**config.mk**
```make
export PLATFORM = sky130hd
export DESIGN_NAME = sed_root
export DESIGN_NICKNAME = d
export VERILOG_FILES = /design/src/hdl/sed_pkg.sv /design/src/hdl/sed_root.sv
export SDC_FILE = /design/constraint.sdc
export NUM_CORES = 1
export LEC_CHECK = 0
export BUFFER_PORTS_ARGS = -buffer_cell sky130_fd_sc_hd__buf_2
export CAP_MARGIN = 10
export CORE_MARGIN = 2
export CORE_UTILIZATION = 55
export CTS_CLUSTER_DIAMETER = 150
export DETAILED_ROUTE_END_ITERATION = 12
export PLACE_DENSITY = 0.77
export SYNTH_ARGS = -nofsm -noshare
export SYNTH_HDL_FRONTEND = slang
export SYNTH_SLANG_ARGS = --single-unit
export TNS_END_PERCENT = 30
```
**constraint.sdc**
```tcl
create_clock -name clk -period 4.3 [get_ports clk]
set_input_delay 0 -clock clk [delete_from_list [all_inputs] [get_ports clk]]
set_output_delay 0 -clock clk [all_outputs]
set_load 0.02 [all_outputs]
```
**src/hdl/sed_pkg.sv**
```systemverilog
// ---------------------------------------------------------------------------
// sed_pkg: shared constants for the Sobel edge detector
// Frame limits, field widths, register indexes, luma weights and square-root unit sizing.
// ---------------------------------------------------------------------------
package sed_pkg;

  // Largest frame the line stores and counters are sized for.
  localparam int MAX_WIDTH  = 1024;
  localparam int MAX_HEIGHT = 2048;
  localparam int MIN_DIM    = 3;

  localparam int PIX_W = 8;
  localparam int COL_W = $clog2(MAX_WIDTH);
  // The row counter runs up to the height plus one while the last row drains.
  localparam int ROW_W = $clog2(MAX_HEIGHT + 2);
  localparam int WID_W = 11;
  localparam int HGT_W = 12;
  localparam int CFG_W = 12;
  localparam int CFG_IDX_W = 2;

  // Register indexes of the configuration port.
  localparam logic [CFG_IDX_W-1:0] REG_IMAGE_WIDTH  = 2'd0;
  localparam logic [CFG_IDX_W-1:0] REG_IMAGE_HEIGHT = 2'd1;
  localparam logic [CFG_IDX_W-1:0] REG_EDGE_LEVEL   = 2'd2;

  // Luma weights in Q16.
  localparam logic [23:0] W_RED   = 24'd19589;
  localparam logic [23:0] W_GREEN = 24'd38470;
  localparam logic [23:0] W_BLUE  = 24'd7471;

  // Square-root unit: a 17-bit operand padded to ten bit pairs, two pairs
  // retired per cycle.
  localparam int ROOT_OP_W  = 17;
  localparam int ROOT_PAD_W = 20;
  localparam int ROOT_W     = 10;
  localparam int ROOT_REM_W = 12;
  localparam int ROOT_ACC_W = ROOT_REM_W + 2;
  localparam int ROOT_PAIRS = 2;
  localparam int ROOT_ITER  = ROOT_PAD_W / (2 * ROOT_PAIRS);
  localparam int ROOT_CNT_W = $clog2(ROOT_ITER + 1);

endpackage

```
**src/hdl/sed_root.sv**
```systemverilog
// ---------------------------------------------------------------------------
// sed_root: rounded integer square root
// Digit-by-digit square root; the result is rounded to
// the nearest integer using the final remainder.
// ---------------------------------------------------------------------------
module sed_root import sed_pkg::*; (
  input  logic                 clk,
  input  logic                 rst,
  input  logic                 start,
  input  logic [ROOT_OP_W-1:0] operand,
  output logic                 done,
  output logic [ROOT_W-1:0]    root_rnd
);

  logic [ROOT_PAD_W-1:0] bits_q;
  logic [ROOT_REM_W-1:0] rem_q;
  logic [ROOT_W-1:0]     rt_q;
  logic [ROOT_CNT_W-1:0] cnt_q;
  logic                  done_q;

  logic [ROOT_PAD_W-1:0] bits_next;
  logic [ROOT_REM_W-1:0] rem_next;
  logic [ROOT_W-1:0]     rt_next;
  logic [ROOT_ACC_W-1:0] acc;
  logic [ROOT_ACC_W-1:0] trial;

  // Each pass brings down the next bit pair and tries to append a one.
  always_comb begin
    bits_next = bits_q;
    rem_next  = rem_q;
    rt_next   = rt_q;
    acc       = '0;
    trial     = '0;
    for (int j = 0; j < ROOT_PAIRS; j++) begin
      acc       = {rem_next, bits_next[ROOT_PAD_W-1 -: 2]};
      trial     = {{(ROOT_ACC_W-ROOT_W-2){1'b0}}, rt_next, 2'b01};
      bits_next = {bits_next[ROOT_PAD_W-3:0], 2'b00};
      if (acc >= trial) begin
        rem_next = ROOT_REM_W'(acc - trial);
        rt_next  = {rt_next[ROOT_W-2:0], 1'b1};
      end else begin
        rem_next = acc[ROOT_REM_W-1:0];
        rt_next  = {rt_next[ROOT_W-2:0], 1'b0};
      end
    end
  end

  always_ff @(posedge clk) begin
    if (rst) begin
      cnt_q  <= '0;
      done_q <= 1'b0;
    end else if (start) begin
      bits_q <= {{(ROOT_PAD_W-ROOT_OP_W){1'b0}}, operand};
      rem_q  <= '0;
      rt_q   <= '0;
      cnt_q  <= ROOT_CNT_W'(ROOT_ITER);
      done_q <= 1'b0;
    end else begin
      done_q <= (cnt_q == ROOT_CNT_W'(1));
      if (cnt_q != '0) begin
        bits_q <= bits_next;
        rem_q  <= rem_next;
        rt_q   <= rt_next;
        cnt_q  <= cnt_q - ROOT_CNT_W'(1);
      end
    end
  end

  // Round up when the operand lies above n*n + n.
  assign done     = done_q;
  assign root_rnd = rt_q + ROOT_W'(rem_q > {{(ROOT_REM_W-ROOT_W){1'b0}}, rt_q});

endmodule
```
Word level (Yosys, flattened, before mapping)
Index checks and enable logic that the tools add are counted.

Logic and storage cells: 30. Input bits: 20. Register bits: 46. Output and inout port bits: 11.

Equal/unequal tests: 1. Bitwise gates (word level): 1. Magnitude comparators: 3. Mux-type cells: 10. Add/subtract/negate cells: 4. Reduce and logical (&&, ||, !) cells: 4.

Operator list (number): 12-bit 2-to-1 mux (3); 14-bit by 12-bit greater-or-equal comparator with 1-bit output (2); 12-bit subtractor (2); 20-bit 2-to-1 mux (1); 17-bit 2-to-1 mux (1); 12-bit by 10-bit > comparator with 1-bit output (1); 10-bit by 1-bit adder with 10-bit output (1); 10-bit 2-to-1 mux (1); 3-bit 2-to-1 mux (2); 3-bit by 1-bit equality test with 1-bit output, second input constant (1); 3-bit nonzero test (1); 3-bit by 1-bit subtractor with 3-bit output, second input constant (1); 1-bit 2-to-1 mux (2); 2-bit AND reduction (1); 2-bit nonzero test (1); 2-bit OR reduction (1); 1-bit inverter (1).

Longest topological paths before layout
Depth in word-level cells: 5. Mapped depth: 25. Mapped depth without buffers: 19.

Worst setup path after synthesis
Ideal clock, no wire load.

Kind: flip-flop to flip-flop. Start point: register rt_q[3]. End point: register rem_q[3] (data pin). Arrival time: 4236 ps. Setup slack: -208 ps. Cell stages (with the launch flop): 26. Path buffers: 6. Setup time: 272 ps. Required time: 4028 ps. Clock period less this slack: 4508 ps. Cell sequence: edfxtp_1 inv_1 ha_1 buf_2 and3_1 a211oi_2 a21oi_2 o21ai_2 and2_4 buf_6 clkbuf_1 nand2_1 o21ai_0 ha_1 clkbuf_1 a21o_1 a21o_1 a21oi_1 nand3b_1 a31oi_1 a311oi_1 or3_1 buf_6 buf_6 nor2_1 a211oi_2.

Cells in the longest elaborated chain, start to end: 5. Elaborated cells between the ends (all ways): 8. Those cells by class: add/sub: 2; order compare: 2; mux: 4.

RTL lines: start: declaration (line sed_root.sv:17) `logic [ROOT_W-1:0] rt_q;`; start signal: assignment (line sed_root.sv:63) `rt_q <= rt_next;`; 14-bit by 12-bit greater-or-equal comparator with 1-bit output or 12-bit subtractor (tied branches) (line sed_root.sv:38, sed_root.sv:39); 12-bit 2-to-1 mux or 1-bit 2-to-1 mux (tied branches) (line sed_root.sv:38) `if (acc >= trial) begin`; 12-bit subtractor or 14-bit by 12-bit greater-or-equal comparator with 1-bit output (tied branches) (line sed_root.sv:39, sed_root.sv:38); 12-bit 2-to-1 mux * (line sed_root.sv:38); 12-bit 2-to-1 mux * (line sed_root.sv:60) `if (cnt_q != '0) begin`; end signal: assignment (line sed_root.sv:62) `rem_q <= rem_next;`; end: declaration (line sed_root.sv:16) `logic [ROOT_REM_W-1:0] rem_q;`.

Mark *: on every way between the ends. The rest lies on a longest branch, timed or not. The select of a mux whose other input is x is not followed. A chain may end at the register's enable or synchronous reset.

Worst setup path in the final report
Start point: register rt_q[1]. End point: register rem_q[7] (data pin).

Cells in the longest elaborated chain, start to end: 5. Elaborated cells between the ends (all ways): 8. Those cells by class: add/sub: 2; order compare: 2; mux: 4.

RTL lines (line): 12-bit subtractor or 14-bit by 12-bit greater-or-equal comparator with 1-bit output (tied branches) (sed_root.sv:39, sed_root.sv:38); 12-bit 2-to-1 mux or 1-bit 2-to-1 mux (tied branches) (sed_root.sv:38); 12-bit subtractor or 14-bit by 12-bit greater-or-equal comparator with 1-bit output (tied branches) (sed_root.sv:39, sed_root.sv:38); 12-bit 2-to-1 mux * (sed_root.sv:38); 12-bit 2-to-1 mux * (sed_root.sv:60).

Marks and branches as above.

==> flow_summary.yaml <==
sta:
  min_period_over_period_pct: 95.9
  fin_skew_ps: 7.73
  drv_slew: 0
  max_slew.worst_pin.slew_ps: 1160
  min_period_ps: 4120
  final_hold_viol_count: 0
  setup_viol: 0
  setup_ws_ps: 178
  relSlewSlack_pct: 22.2
  tns_ps: 0
  max_freq_mhz: 243
clock_network:
  cts.sinks: 46
  htreeDepth: 2
  numCtsBuffers: 5
  clock_latency_ps: 300
  cts_tree: "done"
  cts.clk_slew.worst_paths_ps: 90
  clockBufferDepth: 2
  cts_root_buf: "clkbuf_8"
placement:
  post-place-ws_ps: 39.1
  hpwl_um: 5820
  io_buffers: 30
  placed_area_um2: 3830
  gp_congestion: 0.967
  placedCellCount: 479
setup_path:
  arrival_ps: 4160
  crit_start: "rt_q[1]"
  cp.required_ps: 4330
  critPathLaunchType: "flip-flop"
  r2r_start: "rt_q[1]"
  path_class: "flip-flop to flip-flop"
  end_kind: "flip-flop"
  path_max_fanout: 7
synthesis:
  synth-simple-area-share_pct: 18.1
  ys_seq_elements: 46
  yosysTopAreaCell: "edfxtp_1"
  syn_avg_cell_area_um2: 9.55
  synth_area_leaders: "edfxtp_1 (36%), ha_1 (11%), mux2_2 (4.8%)"
  ys_warn_count: 0
  synthMuxAreaShare_pct: 6.84
  yosysMostFrequentCell: "edfxtp_1"
  synth-async-reset-ratio_pct: 0
  synth_commonest_cells: "edfxtp_1 (42), nor2_1 (37), ha_1 (30), inv_1 (23), nand2_1 (22)"
  synth_fp_nets: 416
  synthAdderAreaFrac_pct: 10.7
  synth_top_flop_cell: "edfxtp_1"
  synth_top_area_share_pct: 36.1
  synth_compound_area_share_pct: 14.3
  synth.distinct_cells: 52
  synth_top_family_by_area: "simple AND/OR/NAND/NOR gates"
  syn_area_um2: 3500
  synth-edff-count: 42
  ys_seq_area_share_pct: 38.4
  synth_xor_area_share_pct: 6.76
  synthCells: 366
floorplanning:
  design.core.area_um2: 6240
  start_util_pct: 56.0
  ioPinCount: 31
  die_area_um2: 7010
  rows: 29
  die_h_um: 83.7
  die_w_um: 83.7
power:
  clkPwrFrac_pct: 7.2
  peakVddDrop_uv: 544
  p_switching_w: 0.00173
  power.density_nw_per_um2: 873
  switching_share_pct: 46.7
  internal-power_w: 0.00198
  combinationalPowerShare_pct: 73.9
  p_leak_nw: 1.79
  seqPwrFrac_pct: 18.9
routing:
  viasPerCell: 5.88
  drcViolationCount: 0
  dr_total_vias: 3055
  ant_nets: 0
  firstDrtPassIters: 5
  routed_wl_um: 8570
  drt_iter0_markers: 191
  drt-wirelength-per-cell_um: 16.5
outcome:
  status: "complete, no violations"
min_path:
  hold_start: "operand[10]"
  hold_path_class: "primary input to flip-flop"
global_route:
  grt_pass1_vias: 2937
  grt_pass1_wl_um: 13700
  grtUsageTotal_pct: 24.3
  grt_max_degree: 48
  antenna_found_initial: 0
  grt_overflow: 0
layout:
  drive_gt1_share_pct: 27.1
  insertedDiodeCount: 0
  finish.instance_area_um2: 4250
  finalNetCount: 492
  n_fill_cell: 458
  area_growth_pct: 21.7
  fin_cells: 520
run:
  cap_violations: 0
-- placed cells by master, fill, tap and decap left out, types with 17 or more instances in the layout --
cell / Yosys / final
nand2_1: 22 / 22
a21oi_1: 21 / 20
xnor2_1: 18 / 18
dlygate4sd3_1: 0 / 17
nor2_1: 37 / 35
inv_1: 23 / 18
buf_4: 0 / 37
ha_1: 30 / 22
edfxtp_1: 42 / 42
buf_2: 2 / 30
-- sequential cells by signal (all words and copies together) (netlist names) --
signal	flops
done	1
rem_q	12
rt_q	10
bits_q	20
cnt_q	3
-- worst max-delay path, cell delays in order (launching register included) --
cell and delay [ps]:
edfxtp_1 420, inv_1 90, ha_2 410, nand4_1 120, nor2_1 150, a21o_1 200, o21ai_2 100, and2_4 220
o21ai_0 270, ha_1 310, nand3_1 150, inv_1 80, nand4_1 90, o31ai_1 80, a211oi_1 260, a311oi_1 150
or3_1 340, buf_4 180, mux2i_1 150, nor2_1 60
-- power by group through the flow --
stage          clock network [W]  registers [W]  logic (W)
2_1_floorplan                  0       0.000685    0.00200
3_3_place_gp                   0       0.000704    0.00247
3_5_place_dp                   0       0.000708    0.00252
4_1_cts                 0.000270       0.000698    0.00258
5_1_grt                 0.000282       0.000713    0.00299
6_report                0.000267       0.000702    0.00274
-- final timing paths --
path | end | cells past startpoint | slack (ps)
hold / removal | bits_q[10] | 2 | 80
setup reg to reg | rem_q[7] | 19 | 180
setup / recovery | rem_q[7] | 19 | 180
hold reg to reg | done | 1 | 500
-- stage by stage --
step | hold slack [ps] | power, W | utilization (%)
2_1_floorplan | 69.1 | 0.00268 | -
3_3_place_gp | 263 | 0.00317 | 61.4
3_5_place_dp | 274 | 0.00322 | 61.4
4_1_cts | 0.946 | 0.00355 | 66.1
5_1_grt | 78.2 | 0.00398 | 68.2
6_report | 84.6 | 0.00371 | 68.2
-- cells by family after synthesis --
logic type	Yosys count
buffers and inverters	39
XOR/XNOR	27
AO/OA/AOI/OAI	76
multiplexers	22
AND/OR/NAND/NOR	126
adder cells (fa/ha/maj)	30
flip-flops	46
-- layout make-up --
class | count | area (um2) | area share [%]
clock buffer | 5 | 68.8 | 1.62
clock inverter | 3 | 18.8 | 0.441
inverter | 23 | 86.3 | 2.03
multi-input combinational | 282 | 2040 | 48.1
sequential | 46 | 1340 | 31.5
tap | 77 | 96.3 | 2.26
timing repair buffer | 84 | 598 | 14.1
-- metal layers --
layer	track usage, %	vias to the layer above	wire [um]
li1	-	1473	-
met3	3.07	17	356
met5	0	-	0
met4	9.82	0	215
met2	42.1	97	4300
met1	30.7	1468	3690
-- what timing repair did --
item,in CTS,in global routing
resized for setup,0,20
cloned,0,1
setup buffers,4,11
endpoints found under the hold margin,20,0
setup endpoints to repair,1,13
hold buffers,17,0
pin swaps,0,9
Note: power is estimated with default switching activity, not from simulation.
